### config.mk
export PLATFORM = sky130hd
export DESIGN_NAME = oversampled_uart_frame_receiver_top
export DESIGN_NICKNAME = d
export VERILOG_FILES = /design/src/rtl/ufr_pkg.sv /design/src/rtl/ufr_cfg_regs.sv /design/src/rtl/ufr_rx_core.sv /design/src/rtl/ufr_result_reg.sv /design/src/rtl/oversampled_uart_frame_receiver_top.sv
export SDC_FILE = /design/constraint.sdc
export NUM_CORES = 1
export LEC_CHECK = 0
export ABC_AREA = 1
export CAP_MARGIN = 20
export CORE_UTILIZATION = 45
export CTS_CLUSTER_DIAMETER = 80
export DETAILED_ROUTE_END_ITERATION = 8
export DONT_BUFFER_PORTS = 1
export PLACE_DENSITY = 0.7
export SYNTH_ARGS = -nofsm -noshare
export SYNTH_HDL_FRONTEND = slang
export SYNTH_HIERARCHICAL = 1
export SYNTH_SLANG_ARGS = --single-unit
### constraint.sdc
create_clock -name clk -period 6.7 [get_ports clk]
set_clock_uncertainty 0.15 [all_clocks]
set_input_delay 0.335 -clock clk [delete_from_list [all_inputs] [get_ports clk]]
set_output_delay 0.335 -clock clk [all_outputs]
set_load 0.03 [all_outputs]
### src/rtl/ufr_pkg.sv
`timescale 1ns / 1ps
// ----------------------------------------------------------------------------
// ufr_pkg
// Types and constants shared by the oversampled UART frame receiver.
// ----------------------------------------------------------------------------
package ufr_pkg;

	localparam int CFG_IDX_W  = 2;
	localparam int CFG_DATA_W = 8;
	localparam int TIMER_W    = 8;
	localparam int VOTES_W    = 4;

	// configuration register indexes
	localparam logic [CFG_IDX_W-1:0] CFG_SAMPLE_MASK    = 2'd0;
	localparam logic [CFG_IDX_W-1:0] CFG_HIGH_VOTE_THR  = 2'd1;
	localparam logic [CFG_IDX_W-1:0] CFG_GAP_TIMEOUT    = 2'd2;
	localparam logic [CFG_IDX_W-1:0] CFG_IDLE_TIMEOUT   = 2'd3;

	// configuration reset values
	localparam logic [7:0] SAMPLE_MASK_RST  = 8'd28;
	localparam logic [3:0] HIGH_VOTE_RST    = 4'd2;
	localparam logic [7:0] GAP_TIMEOUT_RST  = 8'd40;
	localparam logic [7:0] IDLE_TIMEOUT_RST = 8'd255;

	// receiver phases
	localparam logic [1:0] PH_WAIT  = 2'd0;
	localparam logic [1:0] PH_START = 2'd1;
	localparam logic [1:0] PH_DATA  = 2'd2;

	localparam logic [VOTES_W-1:0] VOTES_MAX = 4'hF;

	typedef struct packed {
		logic [7:0]         sample_mask;
		logic [3:0]         high_vote_threshold;
		logic [TIMER_W-1:0] gap_timeout;
		logic [TIMER_W-1:0] idle_timeout;
	} cfg_t;

	typedef struct packed {
		logic [7:0] data_byte;
		logic       byte_valid;
		logic [3:0] byte_index;
		logic       frame_done;
		logic [4:0] frame_length;
		logic       frame_end_reason;
	} res_t;

endpackage

### src/rtl/ufr_cfg_regs.sv
`timescale 1ns / 1ps
// ----------------------------------------------------------------------------
// ufr_cfg_regs
// Configuration register file, written through a plain write port.
// ----------------------------------------------------------------------------
module ufr_cfg_regs (
	input  logic                          clk,
	input  logic                          arst_n,
	input  logic                          cfg_we,
	input  logic [ufr_pkg::CFG_IDX_W-1:0] cfg_index,
	input  logic [ufr_pkg::CFG_DATA_W-1:0] cfg_wdata,
	output ufr_pkg::cfg_t                 cfg
);
	import ufr_pkg::*;

	cfg_t cfg_q;

	always_ff @(posedge clk or negedge arst_n) begin
		if (!arst_n) begin
			cfg_q.sample_mask         <= SAMPLE_MASK_RST;
			cfg_q.high_vote_threshold <= HIGH_VOTE_RST;
			cfg_q.gap_timeout         <= GAP_TIMEOUT_RST;
			cfg_q.idle_timeout        <= IDLE_TIMEOUT_RST;
		end else if (cfg_we) begin
			unique case (cfg_index)
				CFG_SAMPLE_MASK:   cfg_q.sample_mask         <= cfg_wdata;
				CFG_HIGH_VOTE_THR: cfg_q.high_vote_threshold <= cfg_wdata[3:0];
				CFG_GAP_TIMEOUT:   cfg_q.gap_timeout         <= cfg_wdata;
				CFG_IDLE_TIMEOUT:  cfg_q.idle_timeout        <= cfg_wdata;
			endcase
		end
	end

	assign cfg = cfg_q;

endmodule

### src/rtl/ufr_rx_core.sv
`timescale 1ns / 1ps
// ----------------------------------------------------------------------------
// ufr_rx_core
// Receiver state and its single-pass update for one line sample.
// ----------------------------------------------------------------------------
module ufr_rx_core #(
	parameter int SAMPLES_PER_BIT = 8,
	parameter int FRAME_BYTES     = 16
) (
	input  logic          clk,
	input  logic          arst_n,
	input  logic          step,
	input  logic          level,
	input  ufr_pkg::cfg_t cfg,
	output logic          has_result,
	output ufr_pkg::res_t result
);
	import ufr_pkg::*;

	localparam int SPB = SAMPLES_PER_BIT;
	localparam int CW  = $clog2(FRAME_BYTES + 1);
	localparam logic [SPB-1:0] SLOT_TOP  = SPB'(1) << (SPB - 1);
	localparam logic [SPB-1:0] SLOT_HALF = SLOT_TOP >> 1;
	localparam logic [CW-1:0]  COUNT_FULL = CW'(FRAME_BYTES);

	logic [1:0]         phase_q, phase_d;
	logic [SPB-1:0]     slot_q, slot_d;
	logic [VOTES_W-1:0] votes_q, votes_d, votes_v;
	logic [7:0]         bit_q, bit_d;
	logic [7:0]         shift_q, shift_d;
	logic [CW-1:0]      count_q, count_d, count_inc, length_src;
	logic [TIMER_W-1:0] timer_q, timer_d, timer_v;

	logic [SPB+7:0]     mask_ext;
	logic [SPB-1:0]     mask_slot;
	logic [CW+4:0]      idx_ext, len_ext;
	logic               got_byte, done, reason;

	assign mask_ext  = {{SPB{1'b0}}, cfg.sample_mask};
	assign mask_slot = mask_ext[SPB-1:0];
	assign count_inc = count_q + 1'b1;

	always_comb begin
		phase_d  = phase_q;
		slot_d   = slot_q;
		votes_d  = votes_q;
		votes_v  = votes_q;
		bit_d    = bit_q;
		shift_d  = shift_q;
		count_d  = count_q;
		timer_d  = timer_q;
		got_byte = 1'b0;
		done     = 1'b0;
		reason   = 1'b0;

		if (phase_q != PH_START && phase_q != PH_DATA) begin
			if (!level) begin
				phase_d = PH_START;
				votes_d = '0;
				slot_d  = SLOT_HALF;
			end
		end else begin
			if (level && (slot_q & mask_slot) != '0 && votes_q != VOTES_MAX)
				votes_v = votes_q + 1'b1;
			votes_d = votes_v;
			slot_d  = slot_q >> 1;
			if ((slot_q >> 1) == '0) begin
				// bit period over
				slot_d  = SLOT_TOP;
				votes_d = '0;
				if (phase_q == PH_START) begin
					if (votes_v < cfg.high_vote_threshold) begin
						phase_d = PH_DATA;
						shift_d = '0;
						bit_d   = 8'd1;
						timer_d = cfg.gap_timeout;
					end else begin
						phase_d = PH_WAIT;
					end
				end else if (bit_q != '0) begin
					if (votes_v >= cfg.high_vote_threshold)
						shift_d = shift_q | bit_q;
					bit_d = bit_q << 1;
				end else begin
					// stop bit: emit the word, stop level is not checked
					phase_d  = PH_WAIT;
					got_byte = 1'b1;
					count_d  = count_inc;
					if (count_inc == COUNT_FULL)
						done = 1'b1;
				end
			end
		end

		timer_v = timer_d;
		if (timer_v != '0)
			timer_v = timer_v - 1'b1;
		timer_d = timer_v;
		if (!done && timer_v == '0) begin
			done   = 1'b1;
			reason = 1'b1;
		end

		if (done) begin
			phase_d = PH_WAIT;
			slot_d  = SLOT_TOP;
			votes_d = '0;
			bit_d   = 8'd1;
			shift_d = '0;
			count_d = '0;
			timer_d = cfg.idle_timeout;
		end
	end

	assign length_src = got_byte ? count_inc : count_q;
	assign idx_ext    = {5'b0, count_q};
	assign len_ext    = {5'b0, length_src};

	assign has_result              = got_byte | done;
	assign result.data_byte        = got_byte ? shift_q : 8'd0;
	assign result.byte_valid       = got_byte;
	assign result.byte_index       = got_byte ? idx_ext[3:0] : 4'd0;
	assign result.frame_done       = done;
	assign result.frame_length     = done ? len_ext[4:0] : 5'd0;
	assign result.frame_end_reason = done & reason;

	always_ff @(posedge clk or negedge arst_n) begin
		if (!arst_n) begin
			phase_q <= PH_WAIT;
			slot_q  <= SLOT_TOP;
			votes_q <= '0;
			bit_q   <= 8'd1;
			shift_q <= '0;
			count_q <= '0;
			timer_q <= IDLE_TIMEOUT_RST;
		end else if (step) begin
			phase_q <= phase_d;
			slot_q  <= slot_d;
			votes_q <= votes_d;
			bit_q   <= bit_d;
			shift_q <= shift_d;
			count_q <= count_d;
			timer_q <= timer_d;
		end
	end

endmodule

### src/rtl/ufr_result_reg.sv
`timescale 1ns / 1ps
// ----------------------------------------------------------------------------
// ufr_result_reg
// Output register holding one result word until the consumer takes it.
// ----------------------------------------------------------------------------
module ufr_result_reg (
	input  logic          clk,
	input  logic          arst_n,
	input  logic          load,
	input  ufr_pkg::res_t load_data,
	input  logic          out_ready,
	output logic          out_valid,
	output logic          free,
	output ufr_pkg::res_t data
);
	import ufr_pkg::*;

	logic valid_q;
	res_t data_q;

	assign free = !valid_q || out_ready;

	always_ff @(posedge clk or negedge arst_n) begin
		if (!arst_n) begin
			valid_q <= 1'b0;
		end else if (load) begin
			valid_q <= 1'b1;
		end else if (out_ready) begin
			valid_q <= 1'b0;
		end
	end

	always_ff @(posedge clk) begin
		if (load)
			data_q <= load_data;
	end

	assign out_valid = valid_q;
	assign data      = data_q;

endmodule

### src/rtl/oversampled_uart_frame_receiver_top.sv
`timescale 1ns / 1ps
// ----------------------------------------------------------------------------
// oversampled_uart_frame_receiver_top
// 8N1 UART receiver on oversampled line ticks with threshold voting and
// frame end detection by buffer fill or silence timeout.
// ----------------------------------------------------------------------------
// Usage:
//   Input channel (in_valid/in_ready, rx_level) carries one line sample per
//   word. Output channel (out_valid/out_ready) carries one result word per
//   completed byte and/or ended frame; samples that finish nothing give none.
//   Configuration is a plain write port (cfg_we, cfg_index, cfg_wdata);
//   write it only while no sample is in flight.
// Sample path: an accepted sample is held in the sample register; when it
//   advances it updates the receiver state and its result goes to the output.
// Throughput: one sample per cycle when not stalled; the state update is a
//   single pass of logic between the sample and receiver/result registers.
// Reset: configuration returns to its defaults, the receiver waits for a
//   start bit and the silence timer is loaded with the idle timeout.
// Stall: while the result register is held, a sample that would produce a
//   result waits in the sample register and in_ready drops; samples that
//   produce nothing keep flowing.
// ----------------------------------------------------------------------------
module oversampled_uart_frame_receiver_top #(
	parameter int SAMPLES_PER_BIT = 8,
	parameter int FRAME_BYTES     = 16
) (
	input  logic                           clk,
	input  logic                           arst_n,
	input  logic                           in_valid,
	output logic                           in_ready,
	input  logic                           rx_level,
	output logic                           out_valid,
	input  logic                           out_ready,
	output logic [7:0]                     data_byte,
	output logic                           byte_valid,
	output logic [3:0]                     byte_index,
	output logic                           frame_done,
	output logic [4:0]                     frame_length,
	output logic                           frame_end_reason,
	input  logic                           cfg_we,
	input  logic [ufr_pkg::CFG_IDX_W-1:0]  cfg_index,
	input  logic [ufr_pkg::CFG_DATA_W-1:0] cfg_wdata
);
	import ufr_pkg::*;

	cfg_t cfg;
	res_t core_res, out_res;
	logic valid_s1, rx_s1;
	logic has_result, out_free, advance, load;

	ufr_cfg_regs u_cfg (
		.clk       (clk),
		.arst_n    (arst_n),
		.cfg_we    (cfg_we),
		.cfg_index (cfg_index),
		.cfg_wdata (cfg_wdata),
		.cfg       (cfg)
	);

	// advance the held sample unless it has a result and the output is blocked
	assign advance  = valid_s1 && (!has_result || out_free);
	assign load     = advance && has_result;
	assign in_ready = !valid_s1 || advance;

	always_ff @(posedge clk or negedge arst_n) begin
		if (!arst_n) begin
			valid_s1 <= 1'b0;
		end else if (in_valid && in_ready) begin
			valid_s1 <= 1'b1;
		end else if (advance) begin
			valid_s1 <= 1'b0;
		end
	end

	always_ff @(posedge clk) begin
		if (in_valid && in_ready)
			rx_s1 <= rx_level;
	end

	ufr_rx_core #(
		.SAMPLES_PER_BIT (SAMPLES_PER_BIT),
		.FRAME_BYTES     (FRAME_BYTES)
	) u_core (
		.clk        (clk),
		.arst_n     (arst_n),
		.step       (advance),
		.level      (rx_s1),
		.cfg        (cfg),
		.has_result (has_result),
		.result     (core_res)
	);

	ufr_result_reg u_out (
		.clk       (clk),
		.arst_n    (arst_n),
		.load      (load),
		.load_data (core_res),
		.out_ready (out_ready),
		.out_valid (out_valid),
		.free      (out_free),
		.data      (out_res)
	);

	assign data_byte        = out_res.data_byte;
	assign byte_valid       = out_res.byte_valid;
	assign byte_index       = out_res.byte_index;
	assign frame_done       = out_res.frame_done;
	assign frame_length     = out_res.frame_length;
	assign frame_end_reason = out_res.frame_end_reason;

`ifndef ASSERT_OFF
	a_result_not_empty: assert property (@(posedge clk) disable iff (!arst_n)
		out_valid |-> (byte_valid || frame_done))
		else $error("result word carries neither a byte nor a frame end");

	a_no_overwrite: assert property (@(posedge clk) disable iff (!arst_n)
		load |-> (!out_valid || out_ready))
		else $error("result register loaded while still held");

	a_full_length: assert property (@(posedge clk) disable iff (!arst_n)
		(out_valid && frame_done && !frame_end_reason) |->
			(byte_valid && frame_length == 5'(FRAME_BYTES)))
		else $error("buffer full frame end with wrong length");

	a_stalled_sample_held: assert property (@(posedge clk) disable iff (!arst_n)
		(valid_s1 && !advance) |=> (valid_s1 && $stable(rx_s1)))
		else $error("blocked sample lost from the sample register");
`endif

endmodule
# [Word level (Yosys, flattened, before mapping)]
# Cells that the tools add are included.
[word_totals] register_bits=94 output_inout_bits=22 inputBits=16 elab_cells=135
[classes] addsub=3 order_cmp=2 n_eq_ne=14 reduce_logical=35 bitwise_logic=4 muxes=57
[ops] cell="8-bit two-way mux" count=23
[ops] cell="5-bit two-way mux" count=6
[ops] cell="4-bit two-way mux" count=6
[ops] cell="8-bit nonzero test" count=3
[ops] cell="8-bit logical NOT" count=2
[ops] cell="1-bit two-way mux" count=15
[ops] cell="2-bit two-way mux" count=7
[ops] cell="2-bit AND reduction" count=5
[ops] cell="5-bit AND reduction" count=2
[ops] cell="3-bit nonzero test" count=3
[ops] cell="8-bit AND" count=1
[ops] cell="2-bit by 1-bit inequality test with 1-bit output (second input constant)" count=4
[ops] cell="8-bit bitwise OR" count=1
[ops] cell="8-bit by 1-bit subtractor with 8-bit output (second input constant)" count=1
[ops] cell="1-bit logical AND" count=7
[ops] cell="3-bit by 2-bit inequality test with 1-bit output (second input constant)" count=2
[ops] cell="6-bit AND reduction" count=1
[ops] cell="2-bit nonzero test" count=3
[ops] cell="5-bit by 1-bit adder with 5-bit output (second input constant)" count=1
[ops] cell="5-bit equality test (second input constant)" count=1
[ops] cell="4-bit by 1-bit adder with 4-bit output (second input constant)" count=1
[ops] cell="2-bit by 1-bit equality test with 1-bit output (second input constant)" count=2
[ops] cell="2-bit equality test (second input constant)" count=2
[ops] cell="4-bit greater-or-equal comparator" count=1
[ops] cell="other kinds (10)" count=15

# [Longest topological paths before layout]
[logic_depth] word_depth=23 depth_mapped=36 mapped_depth_nobuf=35

# [Hierarchy]
# Netlist, hierarchy kept.
[modules_own_cells] mod="ufr_rx_core" area_per_inst_um2=3153.0 seq_area_each_um2=1088.5 cells_each=456 instances=1
[modules_own_cells] mod="ufr_cfg_regs" area_per_inst_um2=1177.4 seq_area_each_um2=718.2 cells_each=126 instances=1
[modules_own_cells] mod="ufr_result_reg" area_per_inst_um2=645.6 seq_area_each_um2=625.6 cells_each=25 instances=1
[modules_own_cells] mod="oversampled_uart_frame_receiver_top" area_per_inst_um2=100.1 seq_area_each_um2=55.1 cells_each=11 instances=1

# [Least setup slack after synthesis]
# OpenSTA, ideal clock, no wires.
[synth_timing] path_type="reg-to-reg" from="register u_core.slot_q[7]" to="register u_core.count_q[4]" setup_slack_ps=1779 t_arrival_ps=4640 path_buffers=2 synth_period_minus_slack_ps=4921 stages_incl_launch_ff=35 required_time_ps=6419 cell_sequence="dfstp_2 > a22o_1 > nor2_1 > nand2_1 > o211ai_1 > inv_1 > nand4_1 > xor2_1 > inv_1 > ha_1 > nand2_1 > inv_1 > nand2_1 > nand3_2 > nor2_4 > buf_6 > nand2_1 > o21ai_2 > ha_1 > nand3_1 > nor2_4 > nand2_1 > nand2_1 > nand2_1 > nand2_1 > nor2_2 > nand3_4 > nand2_4 > inv_2 > nand2_2 > a21boi_0 > clkbuf_1 > nand2_2 > nand2_1 > o21ai_0"
[synth_between] elab_chain_cells=21 word_cells_on_any_way=33 cone_classes="add/sub (1); order compare (1); eq/ne (3); mux (13); bitwise (2); reduce/logical (13)"
[synth_lines] element="start: declaration" line_no="ufr_rx_core.sv:27" text="logic [SPB-1:0] slot_q, slot_d;"
[synth_lines] element="start signal: assignment" line_no="ufr_rx_core.sv:138" text="slot_q <= slot_d;"
[synth_lines] element="8-bit AND" line_no="ufr_rx_core.sv:63" text="if (level && (slot_q & mask_slot) != '0 && votes_q != VOTES_MAX)"
[synth_lines] element="8-bit nonzero test" line_no="ufr_rx_core.sv:63"
[synth_lines] element="1-bit logical AND (2 in a row)" line_no="ufr_rx_core.sv:63"
[synth_lines] element="4-bit two-way mux" line_no="ufr_rx_core.sv:63"
[synth_lines] element="4-bit two-way mux" line_no="ufr_rx_core.sv:56" text="if (phase_q != PH_START && phase_q != PH_DATA) begin"
[synth_lines] element="4-bit less-than comparator" line_no="ufr_rx_core.sv:72" text="if (votes_v < cfg.high_vote_threshold) begin"
[synth_lines] element="8-bit two-way mux" line_no="ufr_rx_core.sv:72"
[synth_lines] element="8-bit two-way mux" line_no="ufr_rx_core.sv:71" text="if (phase_q == PH_START) begin"
[synth_lines] element="[... 6 more ...]"
[synth_lines] element="1-bit two-way mux" line_no="ufr_rx_core.sv:99" text="if (!done && timer_v == '0) begin"
[synth_lines] element="1-bit bitwise OR *" line_no="ufr_rx_core.sv:119" text="assign has_result = got_byte | done;"
[synth_lines] element="named net has_result" line_no="oversampled_uart_frame_receiver_top.sv:49" text="logic has_result, out_free, advance, load;"
[synth_lines] element="1-bit logical NOT *" line_no="oversampled_uart_frame_receiver_top.sv:61" text="assign advance = valid_s1 && (!has_result || out_free);"
[synth_lines] element="1-bit logical OR *" line_no="oversampled_uart_frame_receiver_top.sv:61"
[synth_lines] element="1-bit logical AND *" line_no="oversampled_uart_frame_receiver_top.sv:61"
[synth_lines] element="named net advance" line_no="oversampled_uart_frame_receiver_top.sv:49"
[synth_lines] element="5-bit AND reduction (no source line) *"
[synth_lines] element="end signal: assignment" line_no="ufr_rx_core.sv:142" text="count_q <= count_d;"
[synth_lines] element="end: declaration" line_no="ufr_rx_core.sv:31" text="logic [CW-1:0] count_q, count_d, count_inc, length_src;"
# Mark *: on every way through the listed nets, which the timed path passes. The rest lies on a longest branch. The select of a mux whose other input is x is not followed.
# A chain may end at the register's enable or synchronous reset.

==> impl_metrics.env <==
export IMPL_p_total_uw=2240
export IMPL_seq_area_um2=2490
export IMPL_ys_seq_elements=94
export IMPL_diodes=0
export IMPL_reg2reg_depth=34
export IMPL_cp_top_family="simple AND/OR/NAND/NOR gates"
export IMPL_die_h_um=108
export IMPL_via_count=4150
export IMPL_die_width_um=108
export IMPL_yosysWarnings=6
export IMPL_synth_nets=644
export IMPL_drt_total_wl_um=11200
export IMPL_cp_required_ns=6.78
export IMPL_tritoncts="done"
export IMPL_timing_rr_end="u_core/phase_q[0]$_DFFE_PN0P_"
export IMPL_min_delay_start="cfg_wdata[3]"
export IMPL_seq_area_frac_synth_pct=49.0
export IMPL_path_clk_slew_ns=0.07
export IMPL_startpoint="u_core/slot_q[1]$_DFFE_PN0P_"
export IMPL_critical_path_class="reg -> reg"
export IMPL_dp_hpwl_um=7640
export IMPL_fmax_mhz=166
export IMPL_io_pins=38
export IMPL_grt_pass1_vias=3935
export IMPL_start_kind="flip-flop"
export IMPL_multi_input_area_um2=2140
export IMPL_path_buf_inv=3
export IMPL_crit_path_top_delay_cell="nor2_4"
export IMPL_synthCells=618
export IMPL_hp_class="in -> reg"
export IMPL_start_util_pct=46.4
export IMPL_cpPeakStageDelay_ns=0.42
export IMPL_worstHoldPathCells=2
export IMPL_grt_start_max_net_pins=74
export IMPL_synth_cell_type_count=39
export IMPL_clock_sinks=94
export IMPL_worstPathMaxFanout=25
export IMPL_crit_arrival_ns=6.11
export IMPL_clockBufferDepth=2
export IMPL_async_flop_share_pct=77.7
export IMPL_r2r_start="u_core/slot_q[1]$_DFFE_PN0P_"
export IMPL_rrSetupSlack_ns=0.67
export IMPL_syn2layout_area_growth_pct=11.5
export IMPL_die_area_um2=11700
export IMPL_cp_common_cell="nand2_1"
export IMPL_htreeDepth=3
export IMPL_syn_avg_cell_area_um2=8.21
export IMPL_gp_congestion=0.914
export IMPL_final_area_um2=5660
export IMPL_antenna_left=0
export IMPL_finalCritPeriodShare_pct=90.0
export IMPL_maxCapViolations=0
export IMPL_dr_first_iter_drc_count=319
export IMPL_power_leakage_uw=0.00264
export IMPL_cts_root_buf="clkbuf_16"
export IMPL_cts_resized_gates=0
export IMPL_grt_pass1_wl_um=18800
export IMPL_setup_viol=0
export IMPL_coreArea_um2=10900
export IMPL_drcViolationCount=0
export IMPL_power_density_nw_per_um2=396
export IMPL_cts_buffers=9
export IMPL_fill_cells=992
export IMPL_synth_area_leaders="dfrtp_1 (24%), nand2_1 (14%), dfstp_2 (12%), edfxtp_1 (12%), inv_1 (5.3%)"
export IMPL_final_layout_size_suffix_gt1_share_pct=14.3
export IMPL_status="complete, no violations"
export IMPL_via_per_inst=5.33
export IMPL_rsz0062_at_grt="no"
export IMPL_end_kind="flip-flop"
export IMPL_fp_row_count=38
export IMPL_slew_headroom_pct=50.4
export IMPL_fin_crit_ns=6.03
export IMPL_dr_pass1_iters=6
export IMPL_utilization_pct=51.8
export IMPL_hold_path_endpoint="u_cfg/cfg[19]$_DFFE_PN0P_"
export IMPL_yosysTopAreaCellShare_pct=24.2
export IMPL_synth_edff_count=21
export IMPL_grt_ovfl_total=0
export IMPL_setup_tns_ns=0
export IMPL_wl_per_cell_um=14.3
export IMPL_clk_insertion_delay_late_ns=0.34
export IMPL_tightest_slew_ns=0.744
export IMPL_hold_slack_ns=0.00663
export IMPL_synth_area_um2=5080
export IMPL_nets=659
export IMPL_synth_main_ff_cell="dfrtp_1"
export IMPL_port_buffers=0
export IMPL_synthTopCellsByCount="nand2_1 (186), inv_1 (72), nand3_1 (51), dfrtp_1 (49), nor2_1 (41)"
export IMPL_synth_most_common_cell="nand2_1"
export IMPL_grtUsageTotal_pct=20.6
export IMPL_final_max_slew_viol_count=0
export IMPL_synth_top_area_cell="dfrtp_1"
export IMPL_hold_viol=0
export IMPL_vdd_drop_max_uv=175
export IMPL_grt_antenna_before_repair=0
export IMPL_placed_area_um2=5110
-- where the power goes --
part | switching [uW] | internal [uW]
clock network | 237 | 260
registers | 102 | 743
logic | 616 | 285
-- worst register-to-register path, delay by kind of cell (launching register included) --
family / cells / cell delay [ns]
buffers and inverters: 3 / 0.63
and+or+nand+nor: 24 / 3.10
adders and majority gates: 2 / 0.59
AOI/OAI and AO/OA: 5 / 1.05
DFF: 1 / 0.40
-- kinds of logic after synthesis --
group	synth area share, %
XOR/XNOR	1.04
buffers and inverters	8.82
AND/OR/NAND/NOR	31.2
AO/OA/AOI/OAI	7.49
flip-flops	49.0
adder cells (fa/ha/maj)	2.46
-- per-layer routing --
| metal | track usage (%) | vias up | part of all wire (%) |
|---|---|---|---|
| li1 | - | 2025 | - |
| met1 | 27.5 | 1925 | 46 |
| met2 | 33.0 | 169 | 46 |
| met3 | 4.04 | 31 | 5.7 |
| met4 | 7.73 | 0 | 1.8 |
| met5 | 0 | - | 0 |
-- placed cells by master (no fill, tap or decap), types with 2 or more instances in the layout --
cell,synthesis,routed
nand2_4,3,3
dlygate4sd3_1,0,23
clkinvlp_4,0,2
inv_1,72,72
clkinv_4,0,2
nor2_1,41,41
a211oi_1,4,4
nand2_1,186,186
o21ai_1,18,18
dfrtp_1,49,49
dfstp_2,24,24
xor2_1,5,5
nor2_2,3,3
nand2_2,16,16
o22ai_1,2,2
o21ai_2,3,3
a21oi_1,2,2
nor2_4,7,7
nand4_1,25,25
o21ai_0,28,28
edfxtp_1,21,21
o211ai_1,2,2
inv_2,8,8
clkbuf_16,0,9
a22o_1,2,2
nand3_1,51,51
nand3_2,5,5
inv_8,0,2
ha_1,10,10
-- area by class of cell --
type / instances / share of cell area [%]
Clock buffer: 9 / 3.98
Clock inverter: 7 / 1.13
Inverter: 80 / 5.30
Multi-Input combinational cell: 423 / 37.9
Sequential cell: 94 / 43.9
Tap cell: 140 / 3.09
Timing Repair Buffer: 25 / 4.69
-- what timing repair did --
action                                  in CTS  in global routing
hold buffers                                24                  0
hold endpoints to repair                   100                  0
buffers inserted                             0                  0
endpoints found under the setup margin       0                  0
-- through the flow --
step / setup slack (ns) / cells
5_1_grt: 0.0680 / 778
3_5_place_dp: 0.853 / 738
3_3_place_gp: 1.09 / 738
6_report: 0.672 / 778
4_1_cts: 0.784 / 778
2_1_floorplan: 1.78 / 618
-- flip-flops by register name (all words and copies together) (netlist names) --
name	count
u_core/slot_q	8
u_core/phase_q	2
u_out/data	20
u_out/out_valid	1
u_core/votes_q	4
u_core/count_q	5
u_core/timer_q	8
u_core/shift_q	8
valid_s1	1
rx_s1	1
u_cfg/cfg	28
u_core/bit_q	8
-- worst max-delay path by stage --
stage                                          to  slack (ns)  cells past startpoint
finish              u_core/phase_q[0]$_DFFE_PN0P_        0.67                     34
global route        u_core/phase_q[0]$_DFFE_PN0P_        0.07                     34
CTS                 u_core/phase_q[0]$_DFFE_PN0P_        0.78                     36
detailed placement  u_core/phase_q[0]$_DFFE_PN0P_        0.85                     36
global placement    u_core/phase_q[1]$_DFFE_PN0P_        1.09                     34
floorplan           u_core/count_q[4]$_DFFE_PN0P_        1.78                     34
Note: power is estimated with default switching activity, not from simulation.
